==> src/rtl/gtp_pkg.sv <==
// shared types, widths and codes of the gray to packed pixel block
package gtp_pkg;

  localparam int COORD_BITS  = 12;
  localparam int ADDR_BITS   = 24;
  localparam int PIX_W       = 8;
  localparam int MODE_W      = 2;
  localparam int DIM_W       = COORD_BITS + 1;
  localparam int SG_W        = COORD_BITS - 2;
  localparam int PROD_W      = DIM_W + SG_W;
  localparam int COLB_W      = DIM_W - 2;
  localparam int QUEUE_DEPTH = 4;
  localparam int QPTR_W      = $clog2(QUEUE_DEPTH);
  localparam int QCNT_W      = QPTR_W + 1;
  localparam int CFG_ADDR_W  = 5;
  localparam int CFG_DATA_W  = 32;
  localparam int REG_IDX_W   = 3;

  localparam logic [DIM_W-1:0] DIM_MAX = DIM_W'(1) << COORD_BITS;

  localparam logic [MODE_W-1:0] MODE_ONE_BIT   = 2'd0;
  localparam logic [MODE_W-1:0] MODE_TWO_BIT   = 2'd1;
  localparam logic [MODE_W-1:0] MODE_TWO_CLAMP = 2'd2;

  localparam logic [REG_IDX_W-1:0] REG_MODE     = 3'd0;
  localparam logic [REG_IDX_W-1:0] REG_CLAMP    = 3'd1;
  localparam logic [REG_IDX_W-1:0] REG_ORIGIN_X = 3'd2;
  localparam logic [REG_IDX_W-1:0] REG_ORIGIN_Y = 3'd3;
  localparam logic [REG_IDX_W-1:0] REG_WIDTH    = 3'd4;
  localparam logic [REG_IDX_W-1:0] REG_HEIGHT   = 3'd5;
  localparam logic [REG_IDX_W-1:0] REG_STRIDE   = 3'd6;

  typedef struct packed {
    logic [MODE_W-1:0]     mode;
    logic [PIX_W-1:0]      clamp_level;
    logic [COORD_BITS-1:0] origin_x;
    logic [COORD_BITS-1:0] origin_y;
    logic [DIM_W-1:0]      region_width;
    logic [DIM_W-1:0]      region_height;
    logic [COORD_BITS-1:0] line_stride;
  } cfg_t;

  typedef struct packed {
    logic [PROD_W-1:0] row_prod;
    logic [SG_W-1:0]   row_oxg;
    logic [COLB_W-1:0] col_byte;
    logic [PIX_W-1:0]  bits;
    logic              last;
  } q_entry_t;

  typedef struct packed {
    logic valid;
    logic full;
  } q_stat_t;

  typedef struct packed {
    logic emit;
    logic rect_end;
    logic at_origin;
  } fr_stat_t;

endpackage

==> src/rtl/gtp_pixel_if.sv <==
// input channel carrying one gray pixel per beat
interface gtp_pixel_if import gtp_pkg::*; ();
  logic             valid;
  logic             ready;
  logic [PIX_W-1:0] gray_pixel;

  modport source (output valid, output gray_pixel, input ready);
  modport sink   (input valid, input gray_pixel, output ready);
endinterface

==> src/rtl/gtp_byte_if.sv <==
// result channel carrying one packed byte and its address per beat
interface gtp_byte_if import gtp_pkg::*; ();
  logic                 valid;
  logic                 ready;
  logic [ADDR_BITS-1:0] byte_address;
  logic [PIX_W-1:0]     packed_bits;
  logic                 last_byte;

  modport source (output valid, output byte_address, output packed_bits, output last_byte,
                  input ready);
  modport sink   (input valid, input byte_address, input packed_bits, input last_byte,
                  output ready);
endinterface

==> src/rtl/gtp_cfg_regs.sv <==
// apb configuration register file
module gtp_cfg_regs import gtp_pkg::*; (
  input  logic                  clk,
  input  logic                  rst_n,
  input  logic                  psel,
  input  logic                  penable,
  input  logic                  pwrite,
  input  logic [CFG_ADDR_W-1:0] paddr,
  input  logic [CFG_DATA_W-1:0] pwdata,
  output logic [CFG_DATA_W-1:0] prdata,
  output logic                  pready,
  output cfg_t                  cfg
);

  cfg_t                 cfg_r;
  cfg_t                 cfg_nxt;
  logic [REG_IDX_W-1:0] idx;
  logic                 wr_en;

  assign pready = 1'b1;
  assign idx    = paddr[CFG_ADDR_W-1:2];
  assign wr_en  = psel && penable && pwrite && pready;
  assign cfg    = cfg_r;

  always_comb begin
    cfg_nxt = cfg_r;
    if (wr_en) begin
      case (idx)
        REG_MODE:     cfg_nxt.mode          = pwdata[MODE_W-1:0];
        REG_CLAMP:    cfg_nxt.clamp_level   = pwdata[PIX_W-1:0];
        REG_ORIGIN_X: cfg_nxt.origin_x      = pwdata[COORD_BITS-1:0];
        REG_ORIGIN_Y: cfg_nxt.origin_y      = pwdata[COORD_BITS-1:0];
        REG_WIDTH:    cfg_nxt.region_width  = pwdata[DIM_W-1:0];
        REG_HEIGHT:   cfg_nxt.region_height = pwdata[DIM_W-1:0];
        REG_STRIDE:   cfg_nxt.line_stride   = pwdata[COORD_BITS-1:0];
        default:      cfg_nxt = cfg_r;
      endcase
    end
  end

  always_comb begin
    case (idx)
      REG_MODE:     prdata = CFG_DATA_W'(cfg_r.mode);
      REG_CLAMP:    prdata = CFG_DATA_W'(cfg_r.clamp_level);
      REG_ORIGIN_X: prdata = CFG_DATA_W'(cfg_r.origin_x);
      REG_ORIGIN_Y: prdata = CFG_DATA_W'(cfg_r.origin_y);
      REG_WIDTH:    prdata = CFG_DATA_W'(cfg_r.region_width);
      REG_HEIGHT:   prdata = CFG_DATA_W'(cfg_r.region_height);
      REG_STRIDE:   prdata = CFG_DATA_W'(cfg_r.line_stride);
      default:      prdata = '0;
    endcase
  end

  always_ff @(posedge clk) begin
    if (!rst_n) begin
      cfg_r.mode          <= MODE_ONE_BIT;
      cfg_r.clamp_level   <= '1;
      cfg_r.origin_x      <= '0;
      cfg_r.origin_y      <= '0;
      cfg_r.region_width  <= DIM_W'(8);
      cfg_r.region_height <= DIM_W'(1);
      cfg_r.line_stride   <= '0;
    end else begin
      cfg_r <= cfg_nxt;
    end
  end

endmodule

==> src/rtl/gtp_front.sv <==
// front end: pixel reduction, packing, raster counters and row base product
module gtp_front import gtp_pkg::*; (
  input  logic        clk,
  input  logic        rst_n,
  input  cfg_t        cfg,
  gtp_pixel_if.sink   in_if,
  input  q_stat_t     q_stat,
  output logic        push,
  output q_entry_t    push_entry,
  output fr_stat_t    stat
);

  logic [COORD_BITS-1:0] row_r,      row_nxt;
  logic [DIM_W-1:0]      col_r,      col_nxt;
  logic [PIX_W-1:0]      pack_r,     pack_nxt;
  logic [PROD_W-1:0]     row_prod_r, row_prod_nxt;
  logic [SG_W-1:0]       row_oxg_r,  row_oxg_nxt;

  logic                  accept;
  logic                  one_bit;
  logic [PIX_W-1:0]      pix_c;
  logic [2:0]            slot;
  logic [2:0]            last_slot;
  logic [PIX_W-1:0]      code;
  logic [PIX_W-1:0]      bits;
  logic [DIM_W-1:0]      w_lim;
  logic [DIM_W-1:0]      h_lim;
  logic [DIM_W-1:0]      w_sum;
  logic [DIM_W-1:0]      w_round;
  logic [DIM_W:0]        col_inc;
  logic [DIM_W-1:0]      row_inc;
  logic                  row_end;
  logic                  rect_end;
  logic                  row_start;
  logic                  emit;
  logic [SG_W-1:0]       stride_g;
  logic [SG_W-1:0]       oxg;
  logic [DIM_W-1:0]      yrow;
  logic [PROD_W-1:0]     mul;
  logic [COLB_W-1:0]     col_byte;

  assign in_if.ready = !q_stat.full;
  assign accept      = in_if.valid && in_if.ready;

  assign one_bit = (cfg.mode == MODE_ONE_BIT);
  assign pix_c   = (cfg.mode == MODE_TWO_CLAMP && in_if.gray_pixel > cfg.clamp_level) ?
                   cfg.clamp_level : in_if.gray_pixel;
  assign slot      = one_bit ? col_r[2:0] : {1'b0, col_r[1:0]};
  assign last_slot = one_bit ? 3'd7 : 3'd3;
  assign code      = one_bit ? ({pix_c[7], 7'b0} >> slot)
                             : ({pix_c[6], pix_c[7], 6'b0} >> {slot[1:0], 1'b0});
  assign bits      = pack_r | code;

  // dimension clamping and rounding to a whole group
  always_comb begin
    if (cfg.region_width == '0) begin
      w_lim = DIM_W'(1);
    end else if (cfg.region_width > DIM_MAX) begin
      w_lim = DIM_MAX;
    end else begin
      w_lim = cfg.region_width;
    end
    if (cfg.region_height == '0) begin
      h_lim = DIM_W'(1);
    end else if (cfg.region_height > DIM_MAX) begin
      h_lim = DIM_MAX;
    end else begin
      h_lim = cfg.region_height;
    end
  end

  assign w_sum   = w_lim + (one_bit ? DIM_W'(7) : DIM_W'(3));
  assign w_round = one_bit ? {w_sum[DIM_W-1:3], 3'b0} : {w_sum[DIM_W-1:2], 2'b0};

  assign col_inc   = {1'b0, col_r} + (DIM_W+1)'(1);
  assign row_inc   = {1'b0, row_r} + DIM_W'(1);
  assign row_end   = col_inc >= {1'b0, w_round};
  assign rect_end  = row_end && (row_inc >= h_lim);
  assign row_start = (col_r == '0);
  assign emit      = (slot == last_slot) || row_end;

  assign stride_g = one_bit ? {1'b0, cfg.line_stride[COORD_BITS-1:3]}
                            : cfg.line_stride[COORD_BITS-1:2];
  assign oxg      = one_bit ? {1'b0, cfg.origin_x[COORD_BITS-1:3]}
                            : cfg.origin_x[COORD_BITS-1:2];
  assign yrow     = {1'b0, cfg.origin_y} + {1'b0, row_r};
  assign mul      = yrow * stride_g;
  assign col_byte = one_bit ? COLB_W'(col_r >> 3) : COLB_W'(col_r >> 2);

  assign push                = accept && emit;
  assign push_entry.row_prod = row_start ? mul : row_prod_r;
  assign push_entry.row_oxg  = row_start ? oxg : row_oxg_r;
  assign push_entry.col_byte = col_byte;
  assign push_entry.bits     = bits;
  assign push_entry.last     = rect_end;

  assign stat.emit      = emit;
  assign stat.rect_end  = rect_end;
  assign stat.at_origin = (row_r == '0) && row_start;

  always_comb begin
    row_nxt      = row_r;
    col_nxt      = col_r;
    pack_nxt     = pack_r;
    row_prod_nxt = row_prod_r;
    row_oxg_nxt  = row_oxg_r;
    if (accept) begin
      pack_nxt = emit ? '0 : bits;
      if (row_start) begin
        row_prod_nxt = mul;
        row_oxg_nxt  = oxg;
      end
      if (rect_end) begin
        row_nxt = '0;
        col_nxt = '0;
      end else if (row_end) begin
        row_nxt = row_inc[COORD_BITS-1:0];
        col_nxt = '0;
      end else begin
        col_nxt = col_inc[DIM_W-1:0];
      end
    end
  end

  always_ff @(posedge clk) begin
    if (!rst_n) begin
      row_r  <= '0;
      col_r  <= '0;
      pack_r <= '0;
    end else begin
      row_r  <= row_nxt;
      col_r  <= col_nxt;
      pack_r <= pack_nxt;
    end
  end

  always_ff @(posedge clk) begin
    row_prod_r <= row_prod_nxt;
    row_oxg_r  <= row_oxg_nxt;
  end

endmodule

==> src/rtl/gtp_queue.sv <==
// short fifo of packed bytes between front and back
module gtp_queue import gtp_pkg::*; (
  input  logic     clk,
  input  logic     rst_n,
  input  logic     push,
  input  q_entry_t push_entry,
  input  logic     pop,
  output q_entry_t head,
  output q_stat_t  stat
);

  q_entry_t          mem_r [QUEUE_DEPTH];
  logic [QPTR_W-1:0] wr_ptr_r, wr_ptr_nxt;
  logic [QPTR_W-1:0] rd_ptr_r, rd_ptr_nxt;
  logic [QCNT_W-1:0] cnt_r,    cnt_nxt;

  assign head       = mem_r[rd_ptr_r];
  assign stat.valid = (cnt_r != '0);
  assign stat.full  = (cnt_r == QCNT_W'(QUEUE_DEPTH));

  always_comb begin
    wr_ptr_nxt = push ? wr_ptr_r + QPTR_W'(1) : wr_ptr_r;
    rd_ptr_nxt = pop  ? rd_ptr_r + QPTR_W'(1) : rd_ptr_r;
    cnt_nxt    = cnt_r + QCNT_W'(push) - QCNT_W'(pop);
  end

  always_ff @(posedge clk) begin
    if (!rst_n) begin
      wr_ptr_r <= '0;
      rd_ptr_r <= '0;
      cnt_r    <= '0;
    end else begin
      wr_ptr_r <= wr_ptr_nxt;
      rd_ptr_r <= rd_ptr_nxt;
      cnt_r    <= cnt_nxt;
    end
  end

  always_ff @(posedge clk) begin
    if (push) begin
      mem_r[wr_ptr_r] <= push_entry;
    end
  end

endmodule

==> src/rtl/gtp_back.sv <==
// back end: byte address assembly and output register
module gtp_back import gtp_pkg::*; (
  input  logic       clk,
  input  logic       rst_n,
  input  q_entry_t   head,
  input  q_stat_t    q_stat,
  output logic       pop,
  gtp_byte_if.source out_if
);

  logic                 valid_r, valid_nxt;
  logic [ADDR_BITS-1:0] addr_r,  addr_nxt;
  logic [PIX_W-1:0]     bits_r,  bits_nxt;
  logic                 last_r,  last_nxt;

  assign pop = q_stat.valid && (!valid_r || out_if.ready);

  always_comb begin
    valid_nxt = valid_r;
    addr_nxt  = addr_r;
    bits_nxt  = bits_r;
    last_nxt  = last_r;
    if (pop) begin
      valid_nxt = 1'b1;
      addr_nxt  = ADDR_BITS'(head.row_prod) + ADDR_BITS'(head.row_oxg)
                + ADDR_BITS'(head.col_byte);
      bits_nxt  = head.bits;
      last_nxt  = head.last;
    end else if (out_if.ready) begin
      valid_nxt = 1'b0;
    end
  end

  always_ff @(posedge clk) begin
    if (!rst_n) begin
      valid_r <= 1'b0;
    end else begin
      valid_r <= valid_nxt;
    end
  end

  always_ff @(posedge clk) begin
    addr_r <= addr_nxt;
    bits_r <= bits_nxt;
    last_r <= last_nxt;
  end

  assign out_if.valid        = valid_r;
  assign out_if.byte_address = addr_r;
  assign out_if.packed_bits  = bits_r;
  assign out_if.last_byte    = last_r;

endmodule

==> src/rtl/gray_to_packed_low_depth_pixels.sv <==
// top level of the gray to packed low-depth pixel block
//
// in_if carries 8-bit gray pixels of a rectangle in raster order, one per beat.
// out_if carries one beat per completed byte: its byte address in the target
// buffer, the packed bits to be ORed into that byte, and a flag on the last
// byte of the rectangle. The APB port sets mode, clamp level, origin, size
// and line stride; write it only while no beats are in flight.
// One pixel is accepted every clock while the queue is not full. A completed
// byte enters the queue, then the output register once nothing is queued
// ahead of it and that register is free. The front end holds the raster
// counters and the row base multiply; a four-entry queue feeds the back end,
// which adds the origin and byte column offsets to the row base product.
// When out_if stalls, the output register holds its beat, the queue fills,
// and in_if.ready drops only once the queue is full.
// rst_n is synchronous: counters, queue and output valid clear and the
// registers return to their defaults; the next pixel starts a new rectangle.
module gray_to_packed_low_depth_pixels import gtp_pkg::*; (
  input  logic                  clk,
  input  logic                  rst_n,
  gtp_pixel_if.sink             in_if,
  gtp_byte_if.source            out_if,
  input  logic                  psel,
  input  logic                  penable,
  input  logic                  pwrite,
  input  logic [CFG_ADDR_W-1:0] paddr,
  input  logic [CFG_DATA_W-1:0] pwdata,
  output logic [CFG_DATA_W-1:0] prdata,
  output logic                  pready
);

  cfg_t     cfg;
  q_stat_t  q_stat;
  fr_stat_t fr_stat;
  q_entry_t push_entry;
  q_entry_t head;
  logic     push;
  logic     pop;

  gtp_cfg_regs u_cfg (
    .clk     (clk),
    .rst_n   (rst_n),
    .psel    (psel),
    .penable (penable),
    .pwrite  (pwrite),
    .paddr   (paddr),
    .pwdata  (pwdata),
    .prdata  (prdata),
    .pready  (pready),
    .cfg     (cfg)
  );

  gtp_front u_front (
    .clk        (clk),
    .rst_n      (rst_n),
    .cfg        (cfg),
    .in_if      (in_if),
    .q_stat     (q_stat),
    .push       (push),
    .push_entry (push_entry),
    .stat       (fr_stat)
  );

  gtp_queue u_queue (
    .clk        (clk),
    .rst_n      (rst_n),
    .push       (push),
    .push_entry (push_entry),
    .pop        (pop),
    .head       (head),
    .stat       (q_stat)
  );

  gtp_back u_back (
    .clk    (clk),
    .rst_n  (rst_n),
    .head   (head),
    .q_stat (q_stat),
    .pop    (pop),
    .out_if (out_if)
  );

  // counters restart after the last pixel of a rectangle
  a_rect_restart: assert property (@(posedge clk) disable iff (!rst_n)
    in_if.valid && in_if.ready && fr_stat.rect_end |=> fr_stat.at_origin)
    else $error("counters did not restart after rectangle end");

  // a completed byte with nothing ahead moves through the queue into the output register
  a_byte_latency: assert property (@(posedge clk) disable iff (!rst_n)
    in_if.valid && in_if.ready && fr_stat.emit && !q_stat.valid && !out_if.valid
    |-> ##2 out_if.valid)
    else $error("completed byte did not reach the output");

  // a queued byte moves into an empty output register
  a_queue_drain: assert property (@(posedge clk) disable iff (!rst_n)
    q_stat.valid && !out_if.valid |=> out_if.valid)
    else $error("queued byte not moved to output register");

endmodule
==> src/flat_wrapper.sv <==
// flat-port wrapper written by rule: the top's interface ports become plain ports
module gray_to_packed_low_depth_pixels_flat import gtp_pkg::*;
  (clk, rst_n, psel, penable, pwrite, paddr, pwdata, prdata, pready, in_if_valid, in_if_gray_pixel, in_if_ready, out_if_valid, out_if_byte_address, out_if_packed_bits, out_if_last_byte, out_if_ready);
  gtp_pixel_if in_if_i ();
  gtp_byte_if out_if_i ();
  input  logic clk;
  input  logic rst_n;
  input  logic psel;
  input  logic penable;
  input  logic pwrite;
  input  logic [CFG_ADDR_W-1:0] paddr;
  input  logic [CFG_DATA_W-1:0] pwdata;
  output logic [CFG_DATA_W-1:0] prdata;
  output logic pready;
  input wire logic [$bits(in_if_i.valid)-1:0] in_if_valid;
  input wire logic [$bits(in_if_i.gray_pixel)-1:0] in_if_gray_pixel;
  output wire logic [$bits(in_if_i.ready)-1:0] in_if_ready;
  output wire logic [$bits(out_if_i.valid)-1:0] out_if_valid;
  output wire logic [$bits(out_if_i.byte_address)-1:0] out_if_byte_address;
  output wire logic [$bits(out_if_i.packed_bits)-1:0] out_if_packed_bits;
  output wire logic [$bits(out_if_i.last_byte)-1:0] out_if_last_byte;
  input wire logic [$bits(out_if_i.ready)-1:0] out_if_ready;
  assign in_if_i.valid = in_if_valid;
  assign in_if_i.gray_pixel = in_if_gray_pixel;
  assign in_if_ready = in_if_i.ready;
  assign out_if_valid = out_if_i.valid;
  assign out_if_byte_address = out_if_i.byte_address;
  assign out_if_packed_bits = out_if_i.packed_bits;
  assign out_if_last_byte = out_if_i.last_byte;
  assign out_if_i.ready = out_if_ready;
  gray_to_packed_low_depth_pixels u_core (.clk(clk), .rst_n(rst_n), .in_if(in_if_i), .out_if(out_if_i), .psel(psel), .penable(penable), .pwrite(pwrite), .paddr(paddr), .pwdata(pwdata), .prdata(prdata), .pready(pready));
endmodule
==> config.mk <==
export PLATFORM = sky130hd
export DESIGN_NAME = gray_to_packed_low_depth_pixels_flat
export DESIGN_NICKNAME = d
export VERILOG_FILES = /design/src/rtl/gtp_pkg.sv /design/src/rtl/gtp_pixel_if.sv /design/src/rtl/gtp_byte_if.sv /design/src/rtl/gtp_cfg_regs.sv /design/src/rtl/gtp_front.sv /design/src/rtl/gtp_queue.sv /design/src/rtl/gtp_back.sv /design/src/rtl/gray_to_packed_low_depth_pixels.sv /design/src/flat_wrapper.sv
export SDC_FILE = /design/constraint.sdc
export NUM_CORES = 1
export LEC_CHECK = 0
export BUFFER_PORTS_ARGS = -buffer_cell sky130_fd_sc_hd__buf_4
export CORE_AREA = 5 5 234 236
export DETAILED_ROUTE_END_ITERATION = 10
export DIE_AREA = 0 0 239 241
export GPL_TIMING_DRIVEN = 0
export SLEW_MARGIN = 0
export SYNTH_ARGS = -nofsm -noshare
export SYNTH_HDL_FRONTEND = slang
export SYNTH_SLANG_ARGS = --single-unit
==> constraint.sdc <==
create_clock -name clk -period 12.9 [get_ports clk]
set_input_delay 3.225 -clock clk [delete_from_list [all_inputs] [get_ports clk]]
set_output_delay 3.225 -clock clk [all_outputs]
set_load 0.02 [all_outputs]
-- Word level (Yosys, flattened, before mapping)
Memory sizes are Yosys's and may differ from the RTL's. A register that Yosys moved wholly into a read port is not among the register bits.
Cells that the tools add are included.
- output and inout bits: 68
- memories kept: 1
- input port bits: 52
- register bits after elaboration: 179
- RAM bits: 212
- bitwise logic cells: 1
- reduce and logical (&&, ||, !) cells: 27
- add/subtract/negate cells: 10
- shifts and indexed selects: 2
- equal/unequal tests: 9
- mux-type cells: 27
- order comparisons: 5
- multiply operators: 1
- memory list (name ; depth ; width ; read ports ; clocked after Yosys merged registers in ; write ports ; line ; RTL):
    u_core.u_queue.mem_r ; 4 ; 53 ; 1 ; 1 ; 1 ; gtp_queue.sv:12 ; q_entry_t mem_r [QUEUE_DEPTH];
- operators by type and width (operator ; number):
    13-bit one-hot mux with 7 select lines ; 1
    13-bit 2-to-1 mux ; 6
    13-bit zero test ; 3
    10-bit 2-to-1 mux ; 3
    13-bit greater-than comparator (second input constant) ; 2
    23-bit by 10-bit adder with 24-bit output ; 1
    24-bit by 11-bit adder with 24-bit output ; 1
    12-bit 2-to-1 mux ; 2
    8-bit 2-to-1 mux ; 3
    13-bit by 10-bit multiplier with 23-bit output ; 1
    23-bit 2-to-1 mux ; 1
    2-bit AND reduction ; 8
    8-bit by 3-bit >> shifter with 8-bit output ; 2
    13-bit by 1-bit adder with 14-bit output (second input constant) ; 1
    14-bit by 13-bit >= comparator with 1-bit output ; 1
    12-bit by 1-bit adder with 13-bit output (second input constant) ; 1
    12-bit by 12-bit adder with 13-bit output ; 1
    13-bit by 3-bit adder with 13-bit output ; 1
    13-bit >= comparator ; 1
    3-bit == test (second input constant) ; 4
    3-bit 2-to-1 mux ; 4
    11-bit 2-to-1 mux ; 1
    8-bit greater-than comparator ; 1
    8-bit OR ; 1
    other kinds (16) ; 31

-- Longest topological paths before layout
Gate-level depths: netlist of run 1.
- depth in word-level cells: 10
- gate-level depth with buffers: 27
- depth with buffers taken out: 26

-- Cells and area by module
From an unflattened synthesis of run 1, not the netlist that was laid out.
- cell total of the unflattened synthesis: 2084
- area total of the unflattened synthesis: 23576.4 um^2
- by module, submodules not included (module ; cells an instance ; instances ; area an instance (um^2) ; sequential area each (um^2)):
    gtp_front ; 1245 ; 1 ; 9960.8 ; 1651.6
    gtp_queue ; 320 ; 1 ; 8155.3 ; 6546.3
    gtp_cfg_regs ; 364 ; 1 ; 3480.8 ; 1441.4
    gtp_back ; 155 ; 1 ; 1979.4 ; 1011.0

-- Worst setup path before layout of run 1
OpenSTA, ideal clock, no wires.
- path kind: input port to output port
- start: input paddr[3]
- end: output prdata[2]
- required time: 9.675 ns
- slack: 5.012 ns
- path buffers: 3
- arrival time: 4.663 ns
- stages on the path: 7
- cells stage by stage: buf_2 -> clkbuf_1 -> clkbuf_1 -> nand2_1 -> o21ai_0 -> a221oi_1 -> a21oi_1
- word-level cells in the longest chain between the ends: 2
- elaborated cells between the ends (all ways): 8
- classes of those cells: eq/ne (6); mux (1); reduce/logical (1)
- RTL lines (what ; line ; RTL):
    start, declared ; flat_wrapper.sv:11 ; input logic [CFG_ADDR_W-1:0] paddr;
    3-bit == test (tied with other cells) ; gtp_cfg_regs.sv:42 ; case (idx)
    13-bit one-hot mux with 7 select lines (*) ; gtp_cfg_regs.sv:42 ;
    end, declared ; flat_wrapper.sv:13 ; output logic [CFG_DATA_W-1:0] prdata;
Mark *: on every way between the ends. The rest lies on a longest branch, timed or not.

-- Worst setup path after layout of run 1
- start: input paddr[4]
- end: output prdata[11]
The elaborated chain is that of the path after synthesis.

==> results of run 1 <==
==> metrics by stage <==
stage / hold slack, ns / cells / power (mW) / cell area, um2
after floorplan: 0.433 / 2115 / 2.48 / 23300
after global placement: 0.450 / 2879 / 2.83 / 24800
after detailed placement: 0.456 / 2880 / 2.86 / 24800
after CTS: 0.463 / 2958 / 4.09 / 26200
after global routing: 0.498 / 2958 / 4.25 / 26200
final: 0.471 / 2958 / 4.04 / 26200
==> power breakdown <==
| group | leakage, nW | total [mW] | switching, mW | internal, mW |
|---|---|---|---|---|
| registers | 3.57 | 1.60 | 0.0401 | 1.56 |
| clock network | 0.669 | 1.22 | 0.515 | 0.707 |
| logic | 6.20 | 1.22 | 0.715 | 0.502 |
==> routing by layer <==
metal	part of all wire (%)	vias to the layer above	wire length, um
met2	47	452	27800
met5	0	-	0
met3	5.0	102	2950
li1	-	7755	-
met4	2.9	0	1710
met1	45	8105	26500
==> worst max-delay path by stage <==
| stage | depth (start not counted) | start | slack (ns) | to |
|---|---|---|---|---|
| 6_report | 7 | paddr[4] | 4.50 | prdata[11] |
| 5_1_grt | 7 | paddr[3] | 4.35 | prdata[4] |
| 4_1_cts | 7 | paddr[4] | 4.56 | prdata[11] |
| 3_5_place_dp | 7 | paddr[4] | 4.57 | prdata[11] |
| 3_3_place_gp | 7 | paddr[4] | 4.55 | prdata[11] |
| 2_1_floorplan | 7 | paddr[3] | 5.01 | prdata[2] |
==> critical path: stages <==
cell	delay (ns)
buf_4	0.10
clkbuf_1	0.37
clkbuf_1	0.46
clkbuf_1	0.37
nand2_1	0.14
o221ai_1	0.30
buf_4	0.21
==> state kept, by name (all words and copies together), names as in the netlist, named ones only <==
name                               flops
u_core.u_queue.mem_r                 212
u_core.u_cfg.cfg                      72
u_core.u_back.out_if.byte_address     24
u_core.u_front.row_prod_r             23
u_core.u_front.col_r                  13
u_core.u_front.row_r                  12
u_core.u_front.row_oxg_r              10
u_core.u_back.out_if.packed_bits       8
u_core.u_front.pack_r                  8
u_core.u_queue.cnt_r                   3
u_core.u_queue.rd_ptr_r                2
u_core.u_queue.wr_ptr_r                2
u_core.u_back.out_if.last_byte         1
u_core.u_back.out_if.valid             1
==> synthesized netlist by cell type, types with 27 or more instances <==
library cell	count
nand2_1	284
edfxtp_1	278
nor2_1	150
inv_1	133
ha_1	124
dfxtp_1	115
a21oi_1	110
fa_1	99
o21ai_0	73
clkbuf_1	59
nand3_1	59
mux4_2	54
xnor2_1	50
mux2i_1	48
nand2b_1	29
nor3_1	27
==> area by class of cell <==
| class | count | area share, % |
|---|---|---|
| flip-flops and latches | 393 | 40.6 |
| plain buffers | 118 | 2.30 |
| well taps | 688 | 3.28 |
| clock buffers | 54 | 4.30 |
| clock inverters | 24 | 1.07 |
| repair buffers | 77 | 2.25 |
| inverters | 135 | 1.93 |
| multi-input cells | 1469 | 44.2 |
==> cells by family (layout without fill, tap and decap cells) <==
family,Yosys count,in the layout
fa+ha+maj,223,223
mux,109,109
simple gates,687,687
flops,393,393
xor+xnor,76,76
buf+inv,253,408
other cells,2,20
compound gates,354,354
==> impl_metrics.ini, run 1 <==
[pwr]
p_per_area_nw_per_um2 = 154
p_leak_nw = 10.4
ir_drop_mv = 0.102

[yosys]
synth_top_family_by_area = adder cells
synth_edf_count = 278
synth-adder-area-share_pct = 15.2
muxShareOfSynthArea_pct = 7.63
syn_area_um2 = 23300
syn_inst = 2097
synth_top_area_share_pct = 35.9
ys_ff_latch = 393
synthSimpleGateAreaFrac_pct = 13.7
synth.largest_area_cell = edfxtp_1
ys.warnings.count = 0
yosysSeqAreaShare_pct = 45.8
async_flop_share_pct = 0
synth_cell_types = 88
postSynthAreaPerCell_um2 = 11.1
synth_compound_area_share_pct = 10.0
yosys_most_used_dff = edfxtp_1
synth_xor_area_share_pct = 2.86
synth.area.top_cells = edfxtp_1 (36%), dfxtp_1 (9.9%), fa_1 (8.5%), ha_1 (6.7%), mux4_2 (5.2%)

[critical_path]
reg2regPathDepth = 24
required_ns = 9.68
rrSetupSlack_ns = 5.06
cp-end-kind = primary output
crit_type = in2out
arrival_ns = 5.17
rr_startpoint = u_core.u_cfg.cfg[70]
start_kind = input pin
rr_endpoint = u_core.u_queue.mem_r[0][49]
worst-path-max-fanout = 10

[clocking]
cts_tree = yes
cts-root-buf = clkbuf_16
post_cts_resized = 0
clk_pin_slew_ns = 0.06
cts_sinks = 393
cts_setup_buffers = 0
clk_latency_ns = 0.57
h-tree-depth = 2
cts.path.max_buffers = 3
hold_buffers = 0
cts_buffers = 42

[place]
routabilityCongestion = 0.936
place_hpwl_um = 44000
dpl_worst_slack_ns = 4.57
port_buffers = 76

[cells_and_area]
final_cell_mix = nand2_1 (284), edfxtp_1 (278), nor2_1 (150), inv_1 (133), ha_1 (124)
regArea_um2 = 10700
final_common_cell = nand2_1
area_growth_pct = 12.7
fillers = 4636
final_nets = 2511
multi_input_area_um2 = 11600
drive_gt1_share_pct = 13.0
post-route-util_pct = 50.2
n_antenna_cell = 0

[timing]
fin_tns_setup_ns = 0
period_minus_slack_ns = 8.40
worst_pin_slew_ns = 1.06
slew_headroom_pct = 29.3
fmax_ghz = 0.119
fin_ws_ns = 4.50
rsz0062_at_grt = false
finalCritPeriodShare_pct = 65.1
slew_violations = 0
hold_viol = 0
setup_viol = 0
clock-skew-final_ns = 0.0195

[global_routing]
gr-total-overflow = 0
grt_first_pass_wirelength_um = 91900
met2_usage_pct = 33.5
grt_pass1_vias = 16300
grt_util_met1_pct = 28.2
antenna_found_initial = 0
grt.met3_usage_pct = 2.57
grt-busiest-layer = met2
track_usage_pct = 20.2
grt_max_degree = 54

[route]
routed_wl_um = 59000
via_per_inst = 5.55
drt-initial-drc-count = 1131
num_vias = 16400
antenna_left = 0
dr.pass1.iters = 5
post-route-drc-count = 0
routedWlPerCell_um = 19.9

[hold_path]
holdPathEnd = u_core.u_cfg.cfg[51]
hold_start = u_core.u_cfg.cfg[51]
hold_depth = 2
holdCritPathClass = reg2reg

[floorplan]
start_util_pct = 44.5
die_area_um2 = 57600
row_count = 84
dieWidth_um = 239
core_area_um2 = 52200
io_pins = 120
die_y_um = 241

[run]
drv_cap = 0

[outcome]
outcome = finished, final reports clean
Power figures use the tool's default switching activity.
==> run 2: changes to the inputs <==
clock period = 7.2 ns   (was 12.9 ns; I/O delays follow)
==> impl_metrics.ini, run 2 (synthesis gave the netlist of run 1 again) <==
[critical_path]
reg2regPathDepth = 26
crit_type = reg2reg
max_stage_delay_ns = 0.52
required_ns = 7.49
cp_num_buf_inv = 6
start_kind = flip-flop
worst-path-max-fanout = 7
critPathSlowestCell = fa_1
critPathTopFamily = adder cells
cp-end-kind = flip-flop
worstSetupPathDepth = 26
arrival_ns = 7.21

[global_routing]
track_usage_pct = 20.3
grt_max_degree = 54
antenna_found_initial = 0
gr-total-overflow = 0
grt_pass1_vias = 16400
grt_first_pass_wirelength_um = 92100

[timing]
whs_ns = 0.468
slew_headroom_pct = 28.8
setup_viol = 0
worst_pin_slew_ns = 1.07
fmax_ghz = 0.145
clock-skew-final_ns = 0.0205
slew_violations = 0
rsz0062_at_grt = false
finalCritPeriodShare_pct = 96.1
hold_viol = 0
period_minus_slack_ns = 6.92

[route]
antenna_left = 0
post-route-drc-count = 0
routedWlPerCell_um = 20.0
via_per_inst = 5.55
num_vias = 16400
dr.pass1.iters = 5
drt-initial-drc-count = 1108
routed_wl_um = 59200

[clocking]
h-tree-depth = 2
clk_pin_slew_ns = 0.06
hold_buffers = 0
cts.path.max_buffers = 3
clk_latency_ns = 0.57
cts_sinks = 393
cts_buffers = 42
cts_tree = yes
cts-root-buf = clkbuf_16

[hold_path]
hold_depth = 2
holdCritPathClass = reg2reg

[floorplan]
start_util_pct = 44.5
die_y_um = 241
dieWidth_um = 239
core_area_um2 = 52200
die_area_um2 = 57600
io_pins = 120
row_count = 84

[pwr]
p_leak_nw = 10.5
ir_drop_mv = 0.182
p_per_area_nw_per_um2 = 275

[cells_and_area]
n_antenna_cell = 0
drive_gt1_share_pct = 14.4
regArea_um2 = 10700
final_common_cell = nand2_1
fillers = 4621
final_cell_mix = nand2_1 (284), edfxtp_1 (278), nor2_1 (150), inv_1 (133), ha_1 (122)
largest_register_ffs = 212
area_growth_pct = 13.4
fin_area_um2 = 26400
multi_input_area_um2 = 11700
top_register = u_core.u_queue.mem_r
final_nets = 2511

[run]
drv_cap = 0

[place]
postPlaceCellArea_um2 = 24800
place_hpwl_um = 44000
port_buffers = 76
routabilityCongestion = 0.936

[outcome]
outcome = finished, final reports clean
## run 2: cell count changes in the layout (fill, tap and decap cells not counted), moves of 4 or more
| cell | before | now |
|---|---|---|
| o21ai_2 | 0 | 4 |
| clkbuf_1 | 68 | 59 |
| clkbuf_2 | 1 | 5 |
| o21ai_1 | 2 | 6 |
| buf_4 | 98 | 103 |
| o21ai_0 | 73 | 65 |
## run 2: worst register-to-register path: stages (launching register included)
cell and delay (ns):
dfxtp_1 0.42, ha_1 0.20, inv_1 0.05, fa_1 0.43, nor2b_1 0.14, o21a_1 0.14, o21ai_2 0.10, nand2_1 0.16
a211o_1 0.24, nand3_1 0.13, fa_1 0.51, inv_1 0.05, fa_1 0.49, inv_1 0.05, fa_1 0.47, inv_1 0.05
fa_1 0.52, inv_1 0.05, fa_1 0.52, inv_1 0.04, ha_1 0.38, a21o_1 0.23, a21oi_2 0.19, o211ai_1 0.27
a22oi_1 0.28, nor4_1 0.07, or3_1 0.45
## run 2: routing by layer
| layer | wire [um] | global-route usage (%) | vias to the layer above | share of wire (%) |
|---|---|---|---|---|
| met5 | 0 | 0 | - | 0 |
| met4 | 1710 | 6.17 | 0 | 2.9 |
| met3 | 3140 | 2.57 | 100 | 5.3 |
| met2 | 27800 | 33.7 | 440 | 47 |
| met1 | 26500 | 28.1 | 8110 | 45 |
| li1 | - | - | 7761 | - |
## run 2: stage by stage
step / power, mW / utilization [%] / worst slack, ns / instances / setup TNS (ns)
3_5_place_dp: 5.13 / 47.5 / -0.603 / 2880 / -25.05
2_1_floorplan: 4.45 / - / 0.439 / 2115 / 0
3_3_place_gp: 5.07 / 47.4 / -0.492 / 2879 / -63.11
6_report: 7.25 / 50.5 / 0.280 / 2958 / 0
4_1_cts: 7.33 / 50.3 / 0.00464 / 2961 / 0
5_1_grt: 7.62 / 50.5 / 0.00782 / 2958 / 0
## run 2: what timing repair did
item,in CTS,in global routing
pin swaps,2,3
setup buffers,4,0
gates resized for setup,18,27
endpoints found under the setup margin,65,60
## run 2: area by class of cell
type                            count  area share [%]
Tap cell                          688            3.26
Timing Repair Buffer               81            2.35
Inverter                          135            1.93
Sequential cell                   393            40.4
Clock inverter                     24            1.06
Clock buffer                       54            4.27
Buffer                            114            2.27
Multi-Input combinational cell   1469            44.5
## run 2: path summary, 6_finish.rpt
path | to | slack, ns | start
worst min register to register | u_core.u_cfg.cfg[50] | 0.47 | u_core.u_cfg.cfg[50]
worst max register to register | u_core.u_queue.mem_r[2][46] | 0.28 | u_core.u_cfg.cfg[38]
worst max-delay path | u_core.u_queue.mem_r[2][46] | 0.28 | u_core.u_cfg.cfg[38]
worst min-delay path | u_core.u_cfg.cfg[50] | 0.47 | u_core.u_cfg.cfg[50]
## run 2: power breakdown
part	leakage (nW)	switching (mW)	internal [mW]
Combinational	6.26	1.29	0.901
Sequential	3.57	0.0717	2.80
Clock	0.669	0.920	1.27
Total	10.5	2.28	4.97
